==> config.mk <==
export PLATFORM = sky130hd
export DESIGN_NAME = slot_table_with_undo_journal_core
export DESIGN_NICKNAME = d
export VERILOG_FILES = /design/src/hdl/stuj_pkg.sv /design/src/hdl/stuj_ram.sv /design/src/hdl/slot_table_with_undo_journal_core.sv
export SDC_FILE = /design/constraint.sdc
export NUM_CORES = 2
export LEC_CHECK = 0
export BUFFER_PORTS_ARGS = -buffer_cell sky130_fd_sc_hd__buf_2
export CAP_MARGIN = 20
export CORE_MARGIN = 1.5
export CORE_UTILIZATION = 31
export DETAILED_ROUTE_END_ITERATION = 8
export PLACE_DENSITY = 0.49
export SLEW_MARGIN = 10
export SYNTH_ARGS = -nofsm -noshare
export SYNTH_HDL_FRONTEND = slang
export SYNTH_SLANG_ARGS = --single-unit
export TNS_END_PERCENT = 50
==> constraint.sdc <==
create_clock -name clk_i -period 7.9 [get_ports clk_i]
set_input_delay 0.395 -clock clk_i [delete_from_list [all_inputs] [get_ports clk_i]]
set_output_delay 0.395 -clock clk_i [all_outputs]
set_load 0.005 [all_outputs]
==> src/hdl/stuj_pkg.sv <==
// ----------------------------------------------------------------------------
// stuj_pkg
// Shared sizes, codes and the journal entry layout for the slot table core.
// ----------------------------------------------------------------------------
package stuj_pkg;

  // Table and journal geometry
  localparam int SLOTS         = 16;
  localparam int JOURNAL_DEPTH = 64;
  localparam int OWNER_BITS    = 16;

  // Fixed field widths of the ports
  localparam int KIND_W   = 2;
  localparam int SLOT_FW  = 5;
  localparam int OWNER_W  = 16;
  localparam int STATUS_W = 2;
  localparam int CFG_W    = 5;

  // Derived widths
  localparam int SIDX_W = (SLOTS > 1) ? $clog2(SLOTS) : 1;
  localparam int JA_W   = (JOURNAL_DEPTH > 1) ? $clog2(JOURNAL_DEPTH) : 1;
  localparam int JC_W   = $clog2(JOURNAL_DEPTH + 1);
  localparam int JE_W   = SIDX_W + 1 + OWNER_BITS;

  typedef enum logic [KIND_W-1:0] {
    KIND_ASSIGN = 2'd0,
    KIND_FREE   = 2'd1,
    KIND_DUMP   = 2'd2,
    KIND_UNDO   = 2'd3
  } kind_e;

  typedef enum logic [STATUS_W-1:0] {
    ST_OK     = 2'd0,
    ST_RANGE  = 2'd1,
    ST_JEMPTY = 2'd2,
    ST_JFULL  = 2'd3
  } status_e;

  // One journal record: slot index and its previous content
  typedef struct packed {
    logic [SIDX_W-1:0]     idx;
    logic                  valid;
    logic [OWNER_BITS-1:0] owner;
  } jrnl_entry_t;

endpackage

==> src/hdl/stuj_ram.sv <==
// ----------------------------------------------------------------------------
// stuj_ram
// Generic simple dual-port RAM: one write port, one read port, registered read.
// ----------------------------------------------------------------------------
module stuj_ram #(
  parameter int WIDTH = 8,
  parameter int DEPTH = 16
) (
  input  logic                                   clk_i,
  input  logic                                   we_i,
  input  logic [((DEPTH > 1) ? $clog2(DEPTH) : 1)-1:0] waddr_i,
  input  logic [WIDTH-1:0]                       wdata_i,
  input  logic                                   re_i,
  input  logic [((DEPTH > 1) ? $clog2(DEPTH) : 1)-1:0] raddr_i,
  output logic [WIDTH-1:0]                       rdata_o
);

  logic [WIDTH-1:0] mem_q [DEPTH];
  logic [WIDTH-1:0] rdata_q;

  always_ff @(posedge clk_i) begin
    if (we_i) begin
      mem_q[waddr_i] <= wdata_i;
    end
    // read data holds while re_i is low
    if (re_i) begin
      rdata_q <= mem_q[raddr_i];
    end
  end

  assign rdata_o = rdata_q;

endmodule

==> src/hdl/slot_table_with_undo_journal_core.sv <==
// ----------------------------------------------------------------------------
// slot_table_with_undo_journal_core
// Slot table with owner numbers and an undo journal kept as a stack.
// ----------------------------------------------------------------------------
//
//  channel | signals                                   | dir | handshake
//  --------+-------------------------------------------+-----+------------------
//  in      | kind_i, slot_i, owner_i                    | in  | in_valid/ready
//  out     | owner_out_o, none_occupied_o, status_o,    | out | out_valid/ready
//          | last_o                                     |     |
//  cfg     | cfg_wdata_i (slots_in_use)                 | in  | cfg_we_i, no wait
//
//  Assign, free and undo: the accept cycle launches the RAM reads, and the
//  exec state then writes back and loads the result register.
//  A dump reads the occupied active slots in turn, one slot per cycle while
//  the output is not stalled, as set by the single read port of the owner RAM.
//  Reset clears the slot valid flops and the journal count at once; there is
//  no clearing pass. Journal RAM contents are not reset.
//  A stalled output register holds the sequencer in place; the next
//  transaction is taken as soon as the current one has loaded its last result.
// ----------------------------------------------------------------------------
module slot_table_with_undo_journal_core (
  input  logic                            clk_i,
  input  logic                            rst_ni,
  // configuration
  input  logic                            cfg_we_i,
  input  logic [stuj_pkg::CFG_W-1:0]      cfg_wdata_i,
  // request channel
  input  logic                            in_valid_i,
  output logic                            in_ready_o,
  input  logic [stuj_pkg::KIND_W-1:0]     kind_i,
  input  logic [stuj_pkg::SLOT_FW-1:0]    slot_i,
  input  logic [stuj_pkg::OWNER_W-1:0]    owner_i,
  // result channel
  output logic                            out_valid_o,
  input  logic                            out_ready_i,
  output logic [stuj_pkg::OWNER_W-1:0]    owner_out_o,
  output logic                            none_occupied_o,
  output logic [stuj_pkg::STATUS_W-1:0]   status_o,
  output logic                            last_o
);

  import stuj_pkg::*;

  typedef enum logic [1:0] {
    S_IDLE,
    S_EXEC,
    S_DUMP
  } state_e;

  // --------------------------------------------------------------------------
  // State
  // --------------------------------------------------------------------------
  state_e                 state_q, state_d;
  logic [CFG_W-1:0]       slots_in_use_q, slots_in_use_d;
  logic [SLOTS-1:0]       slot_valid_q, slot_valid_d;   // per-slot occupied flag
  logic [JC_W-1:0]        jcount_q, jcount_d;           // journal entries held
  kind_e                  kind_q, kind_d;
  logic [SLOT_FW-1:0]     slot_q, slot_d;
  logic [OWNER_BITS-1:0]  owner_q, owner_d;
  logic [SLOTS-1:0]       mask_q, mask_d;               // dump: slots not yet read
  logic                   pend_q, pend_d;               // dump: read data waiting

  // result register
  logic                   out_valid_q, out_valid_d;
  logic [OWNER_W-1:0]     owner_out_q, owner_out_d;
  logic                   none_q, none_d;
  status_e                status_q, status_d;
  logic                   last_q, last_d;

  // --------------------------------------------------------------------------
  // RAM ports
  // --------------------------------------------------------------------------
  logic                   tbl_we, tbl_re;
  logic [SIDX_W-1:0]      tbl_waddr, tbl_raddr;
  logic [OWNER_BITS-1:0]  tbl_wdata, tbl_rdata;

  logic                   jr_we, jr_re;
  logic [JA_W-1:0]        jr_waddr, jr_raddr;
  jrnl_entry_t            jr_wdata, jr_rdata;
  logic [JE_W-1:0]        jr_rdata_raw;

  // --------------------------------------------------------------------------
  // Helpers
  // --------------------------------------------------------------------------
  logic [SLOT_FW-1:0]     active;        // min(slots_in_use, SLOTS)
  logic [SLOTS-1:0]       active_mask;
  logic [SIDX_W-1:0]      slot_idx;      // zero-based slot of the held request
  logic [SIDX_W-1:0]      next_idx;      // lowest slot left to dump
  logic                   can_load;

  function automatic logic [SIDX_W-1:0] lowest_set(input logic [SLOTS-1:0] m);
    logic [SIDX_W-1:0] r;
    r = '0;
    for (int i = SLOTS - 1; i >= 0; i--) begin
      if (m[i]) begin
        r = SIDX_W'(i);
      end
    end
    return r;
  endfunction

  assign active = (slots_in_use_q > SLOT_FW'(SLOTS)) ? SLOT_FW'(SLOTS)
                                                     : SLOT_FW'(slots_in_use_q);

  always_comb begin
    for (int i = 0; i < SLOTS; i++) begin
      active_mask[i] = (SLOT_FW'(i) < active);
    end
  end

  assign slot_idx     = SIDX_W'(slot_q - SLOT_FW'(1));
  assign next_idx     = lowest_set(mask_q);
  assign can_load     = !out_valid_q || out_ready_i;
  assign jr_rdata     = jrnl_entry_t'(jr_rdata_raw);

  // --------------------------------------------------------------------------
  // Sequencer
  // --------------------------------------------------------------------------
  always_comb begin
    state_d        = state_q;
    slots_in_use_d = cfg_we_i ? cfg_wdata_i : slots_in_use_q;
    slot_valid_d   = slot_valid_q;
    jcount_d       = jcount_q;
    kind_d         = kind_q;
    slot_d         = slot_q;
    owner_d        = owner_q;
    mask_d         = mask_q;
    pend_d         = pend_q;

    out_valid_d    = out_valid_q && !out_ready_i;
    owner_out_d    = owner_out_q;
    none_d         = none_q;
    status_d       = status_q;
    last_d         = last_q;

    tbl_we    = 1'b0;
    tbl_waddr = slot_idx;
    tbl_wdata = '0;
    tbl_re    = 1'b0;
    tbl_raddr = SIDX_W'(slot_i - SLOT_FW'(1));
    jr_we     = 1'b0;
    jr_waddr  = jcount_q[JA_W-1:0];
    jr_wdata  = '0;
    jr_re     = 1'b0;
    jr_raddr  = JA_W'(jcount_q - JC_W'(1));

    case (state_q)
      S_IDLE: begin
        if (in_valid_i) begin
          kind_d  = kind_e'(kind_i);
          slot_d  = slot_i;
          owner_d = owner_i[OWNER_BITS-1:0];
          if (kind_e'(kind_i) == KIND_DUMP) begin
            mask_d  = slot_valid_q & active_mask;
            pend_d  = 1'b0;
            state_d = S_DUMP;
          end else begin
            // fetch the slot's old owner and the newest journal record
            tbl_re  = 1'b1;
            jr_re   = 1'b1;
            state_d = S_EXEC;
          end
        end
      end

      S_EXEC: begin
        if (can_load) begin
          out_valid_d = 1'b1;
          owner_out_d = '0;
          none_d      = 1'b0;
          last_d      = 1'b1;
          status_d    = ST_OK;
          state_d     = S_IDLE;
          if (kind_q == KIND_UNDO) begin
            if (jcount_q == '0) begin
              status_d = ST_JEMPTY;
            end else begin
              // restore the popped slot, active or not
              tbl_we                     = 1'b1;
              tbl_waddr                  = jr_rdata.idx;
              tbl_wdata                  = jr_rdata.owner;
              slot_valid_d[jr_rdata.idx] = jr_rdata.valid;
              jcount_d                   = jcount_q - JC_W'(1);
            end
          end else if (slot_q == '0 || slot_q > active) begin
            status_d = ST_RANGE;
          end else if (jcount_q == JC_W'(JOURNAL_DEPTH)) begin
            status_d = ST_JFULL;
          end else begin
            jr_we          = 1'b1;
            jr_wdata.idx   = slot_idx;
            jr_wdata.valid = slot_valid_q[slot_idx];
            jr_wdata.owner = tbl_rdata;
            jcount_d       = jcount_q + JC_W'(1);
            tbl_we         = 1'b1;
            tbl_wdata      = (kind_q == KIND_ASSIGN) ? owner_q : '0;
            slot_valid_d[slot_idx] = (kind_q == KIND_ASSIGN);
          end
        end
      end

      S_DUMP: begin
        if (pend_q) begin
          // owner of the previously read slot sits on the RAM output
          if (can_load) begin
            out_valid_d = 1'b1;
            owner_out_d = OWNER_W'(tbl_rdata);
            none_d      = 1'b0;
            status_d    = ST_OK;
            last_d      = (mask_q == '0);
            if (mask_q != '0) begin
              tbl_re           = 1'b1;
              tbl_raddr        = next_idx;
              mask_d[next_idx] = 1'b0;
            end else begin
              pend_d  = 1'b0;
              state_d = S_IDLE;
            end
          end
        end else if (mask_q == '0) begin
          // nothing occupied among the active slots
          if (can_load) begin
            out_valid_d = 1'b1;
            owner_out_d = '0;
            none_d      = 1'b1;
            status_d    = ST_OK;
            last_d      = 1'b1;
            state_d     = S_IDLE;
          end
        end else begin
          tbl_re           = 1'b1;
          tbl_raddr        = next_idx;
          mask_d[next_idx] = 1'b0;
          pend_d           = 1'b1;
        end
      end

      default: begin
        state_d = S_IDLE;
      end
    endcase
  end

  always_ff @(posedge clk_i or negedge rst_ni) begin
    if (!rst_ni) begin
      state_q        <= S_IDLE;
      slots_in_use_q <= CFG_W'(SLOTS);
      slot_valid_q   <= '0;
      jcount_q       <= '0;
      kind_q         <= KIND_ASSIGN;
      slot_q         <= '0;
      owner_q        <= '0;
      mask_q         <= '0;
      pend_q         <= 1'b0;
      out_valid_q    <= 1'b0;
      owner_out_q    <= '0;
      none_q         <= 1'b0;
      status_q       <= ST_OK;
      last_q         <= 1'b0;
    end else begin
      state_q        <= state_d;
      slots_in_use_q <= slots_in_use_d;
      slot_valid_q   <= slot_valid_d;
      jcount_q       <= jcount_d;
      kind_q         <= kind_d;
      slot_q         <= slot_d;
      owner_q        <= owner_d;
      mask_q         <= mask_d;
      pend_q         <= pend_d;
      out_valid_q    <= out_valid_d;
      owner_out_q    <= owner_out_d;
      none_q         <= none_d;
      status_q       <= status_d;
      last_q         <= last_d;
    end
  end

  // --------------------------------------------------------------------------
  // Memories
  // --------------------------------------------------------------------------
  stuj_ram #(
    .WIDTH (OWNER_BITS),
    .DEPTH (SLOTS)
  ) u_owner_ram (
    .clk_i   (clk_i),
    .we_i    (tbl_we),
    .waddr_i (tbl_waddr),
    .wdata_i (tbl_wdata),
    .re_i    (tbl_re),
    .raddr_i (tbl_raddr),
    .rdata_o (tbl_rdata)
  );

  stuj_ram #(
    .WIDTH (JE_W),
    .DEPTH (JOURNAL_DEPTH)
  ) u_journal_ram (
    .clk_i   (clk_i),
    .we_i    (jr_we),
    .waddr_i (jr_waddr),
    .wdata_i (JE_W'(jr_wdata)),
    .re_i    (jr_re),
    .raddr_i (jr_raddr),
    .rdata_o (jr_rdata_raw)
  );

  // --------------------------------------------------------------------------
  // Outputs
  // --------------------------------------------------------------------------
  assign in_ready_o      = (state_q == S_IDLE);
  assign out_valid_o     = out_valid_q;
  assign owner_out_o     = owner_out_q;
  assign none_occupied_o = none_q;
  assign status_o        = status_q;
  assign last_o          = last_q;

  // --------------------------------------------------------------------------
  // Assertions
  // --------------------------------------------------------------------------
  // journal count moves by at most one per transaction
  a_jcount_step: assert property (@(posedge clk_i) disable iff (!rst_ni)
    (jcount_q != $past(jcount_q)) |->
      (jcount_q == $past(jcount_q) + JC_W'(1) || jcount_q == $past(jcount_q) - JC_W'(1)))
    else $error("journal count jumped");

  // occupancy flags change only on a write-back
  a_valid_only_exec: assert property (@(posedge clk_i) disable iff (!rst_ni)
    (state_q != S_EXEC) |=> $stable(slot_valid_q))
    else $error("slot flags changed outside write-back");

  // owner RAM is never read and written in the same cycle
  a_tbl_interlock: assert property (@(posedge clk_i) disable iff (!rst_ni)
    !(tbl_we && tbl_re))
    else $error("owner RAM read and write overlap");

  // an empty dump result is always the only, final one
  a_none_is_last: assert property (@(posedge clk_i) disable iff (!rst_ni)
    (out_valid_o && none_occupied_o) |-> (last_o && status_o == ST_OK && owner_out_o == '0))
    else $error("malformed empty dump result");

endmodule

==> qor.txt <==
Switch share: 0.3531
Final Cycle Share: 0.6531
Post-layout nets: 3677
Residual DRC count: 0
# rows: 171
Initial antenna violation count: 8
Total CTS buffers: 179
H-tree Lvls: 4
Worst-margin pin slew: 1.188 ns
Hold_buf cts: 36
Initial core utilization: 0.3128
Vias in the first global route: 34770
DR pass1 iterations: 7
Placed cell areas: 72530 µm²
Hold slack: 0.1105 ns
Register area: 51440 µm²
Post-Synthesis Cells: 3434
Max capacitance violation total: 0
Critical Path RT: 8.43 ns
Sequential area share after synthesis: 0.7548
Final Hold Viols: 0
Wire per inst: 28.05 µm
Clk slew on worst S/H paths: 0.06 ns
Final Skew: 0.03399 ns
Clock tree sinks: 1728
Arrival time worst endpoint: 5.69 ns
Sequential share of power: 0.380
Area grow syn2layout: 15.24%
Setup crit start kind: register
Top_reg_cell synth: edfxtp_1
Syn nets: 3484
Clock Tree Buf Depth: 3
Finished Cell Area: 78520 µm²
Total grt overflow: 0
IO Port Bufs: 54
Die area: 222600 µm²
Post-Place Cells: 6263
Resized Gates After CTS: 0
Vias per cell: 5.217
R2r setup slk: 2.74 ns
Critical path peak fanout: 102
Final slew viol count: 0
Critical path class: register to register
Pin count of the biggest net entering global routing: 154
GR Util All Layers: 0.1652
HP Class: input port to register
Post-route setup TNS: 0 ns
Via count: 34580
Clk Latency, worst-skew pair: 0.81 ns
Comb pwr share: 0.356
Status: completed
Number of synthesized flops with an enable pin: 1637
Post-synth ARST share: 0.05266
Yosys warnings: 0
CP Capture Type: register
Die W: 471.8 µm
Leak: 0.02504 µW
DRT Wirelength: 185900 µm
RSZ-0062 raised after global routing: no
# fillers: 20050
Slew margin rel.: 0.2077
Layout Cells excl Fill: 6629
First-pass GRT wire length: 264000 µm
Setup violators final: 0
Final HPWL DP: 104100 µm
Clock power frac: 0.264
Max VDD drop: 438.2 µV
RD Place Congestion: 0.8330
I/O pins: 55
Pint: 20050 µW
Netlist cell types: 67
Synthesized area per cell: 19.84 µm²
Clock tree from TritonCTS: yes
Min Tclk post-route: 5.159 ns
Multi-input gate area: 16250 µm²
Number of synthesized register bits: 1728
Share of post-route cells with drive strength above 1: 0.2635
Fmax achieved: 193.8 MHz
Synthesized area: 68140 µm²
Post-CTS Setup Bufs: 0
Power per cell area: 394.7 nW/µm²
Total core area: 217800 µm²
Root Driver: clkbuf_16
Starting DRC count in detailed routing: 3656
Routed Antenna Nets: 0
Chip height: 471.8 µm
Sw power: 10940 µW
## per-stage QoR
stage / setup slack [ns] / power [µW] / utilization
final: 2.741 / 30990 / 0.3605
after floorplan: 2.257 / 18520 / -
after CTS: 2.567 / 31280 / 0.3604
after detailed placement: 2.545 / 23060 / 0.3330
after global placement: 2.595 / 23050 / 0.3330
after global routing: 2.377 / 32210 / 0.3605
## routing by layer
metal	GRT usage	vias up	part of all wire
li1	-	14580	-
met1	0.2292	18550	0.44
met2	0.2589	1195	0.47
met3	0.04048	262	0.072
met4	0.04405	2	0.023
met5	0	-	0.000070
## kinds of logic (layout without fill, tap and decap cells)
kind of cell,Yosys count,after routing,share of synthesized area
flops,1728,1728,0.7548
simple gates,604,604,0.04056
mux,456,456,0.1455
compound gates,404,404,0.04058
buf+inv,211,546,0.01357
fa+ha+maj,17,17,0.003121
xor+xnor,14,14,0.001800
other cells,0,6,0
## cell usage in the layout, fill, tap and decap left out, types with 54 or more instances in the layout
cell	instances
o21ai_0	65
a211oi_1	54
dfrtp_1	89
mux4_2	424
nand2_1	302
buf_4	112
a21oi_1	95
clkbuf_16	184
edfxtp_1	1637
nor2_2	63
## cell type report
class	instances	share of cell area
Antenna cell	6	0.0001912
Clock buffer	219	0.06044
Clock inverter	104	0.01106
Inverter	17	0.0008126
Multi-Input combinational cell	1495	0.2070
Sequential cell	1728	0.6551
Tap cell	2854	0.04548
Timing Repair Buffer	206	0.01995
## Yosys cell counts (5+ instances only)
library cell | number | area share
edfxtp_1 | 1637 | 0.72
mux4_2 | 424 | 0.14
nand2_1 | 302 | 0.017
nor2_1 | 115 | 0.0063
a21oi_1 | 95 | 0.0070
clkbuf_1 | 95 | 0.0052
dfrtp_1 | 90 | 0.033
buf_2 | 73 | 0.0054
o21ai_0 | 66 | 0.0048
a211oi_1 | 55 | 0.0061
a31oi_1 | 40 | 0.0037
and2_1 | 37 | 0.0034
a22o_1 | 36 | 0.0046
and3_1 | 35 | 0.0032
a311o_1 | 30 | 0.0044
mux2_2 | 27 | 0.0045
o22a_1 | 22 | 0.0028
nand3_1 | 21 | 0.0015
nand4_1 | 20 | 0.0018
ha_1 | 17 | 0.0031
nor3_1 | 17 | 0.0012
buf_1 | 16 | 0.00088
inv_1 | 16 | 0.00088
o22ai_1 | 14 | 0.0013
a32o_1 | 11 | 0.0016
nand2b_1 | 11 | 0.0010
buf_4 | 9 | 0.00099
o32ai_1 | 9 | 0.0012
xnor2_1 | 9 | 0.0012
or3_1 | 8 | 0.00073
nor2b_1 | 7 | 0.00064
xor2_1 | 5 | 0.00064
## power groups by stage
| stage | logic [µW] | clock network, µW | registers, µW |
|---|---|---|---|
| final | 11000 | 8180 | 11800 |
| after floorplan | 6980 | 0 | 11500 |
| after global routing | 11700 | 8710 | 11800 |
| after CTS | 11200 | 8360 | 11800 |
| after detailed placement | 11100 | 0 | 11900 |
| after global placement | 11100 | 0 | 11900 |
## worst max-delay path, stage by stage (launching register included)
cell and delay, ns:
dfrtp_4 1.01, buf_12 0.70, buf_4 0.89, mux4_2 0.66, mux4_2 0.55, and2_0 0.18, a211oi_1 0.56, a31oi_1 0.10
## registers in the layout, indices dropped and copies added, names as in the netlist
signal	flops
last_o	1
slot_valid_q	16
slots_in_use_q	5
owner_q	16
none_occupied_o	1
out_valid_o	1
owner_out_o	16
kind_q	2
pend_q	1
u_journal_ram.mem_q	1344
state_q	2
jcount_q	7
u_journal_ram.rdata_o	21
u_owner_ram.mem_q	256
slot_q	5
mask_q	16
u_owner_ram.rdata_o	16
status_o	2
## path summary, 6_finish.rpt
path / from / to / cells after the start
max: jcount_q[0] / u_journal_ram.rdata_o[18] / 7
max reg2reg: jcount_q[0] / u_journal_ram.rdata_o[18] / 7
min reg2reg: owner_out_o[12] / owner_out_o[12] / 1
min in group asynchronous: rst_ni / slots_in_use_q[2] / 2
min: in_valid_i / state_q[1] / 4
max in group asynchronous: rst_ni / jcount_q[0] / 3
No activity file was read; power rests on OpenSTA's default activity.
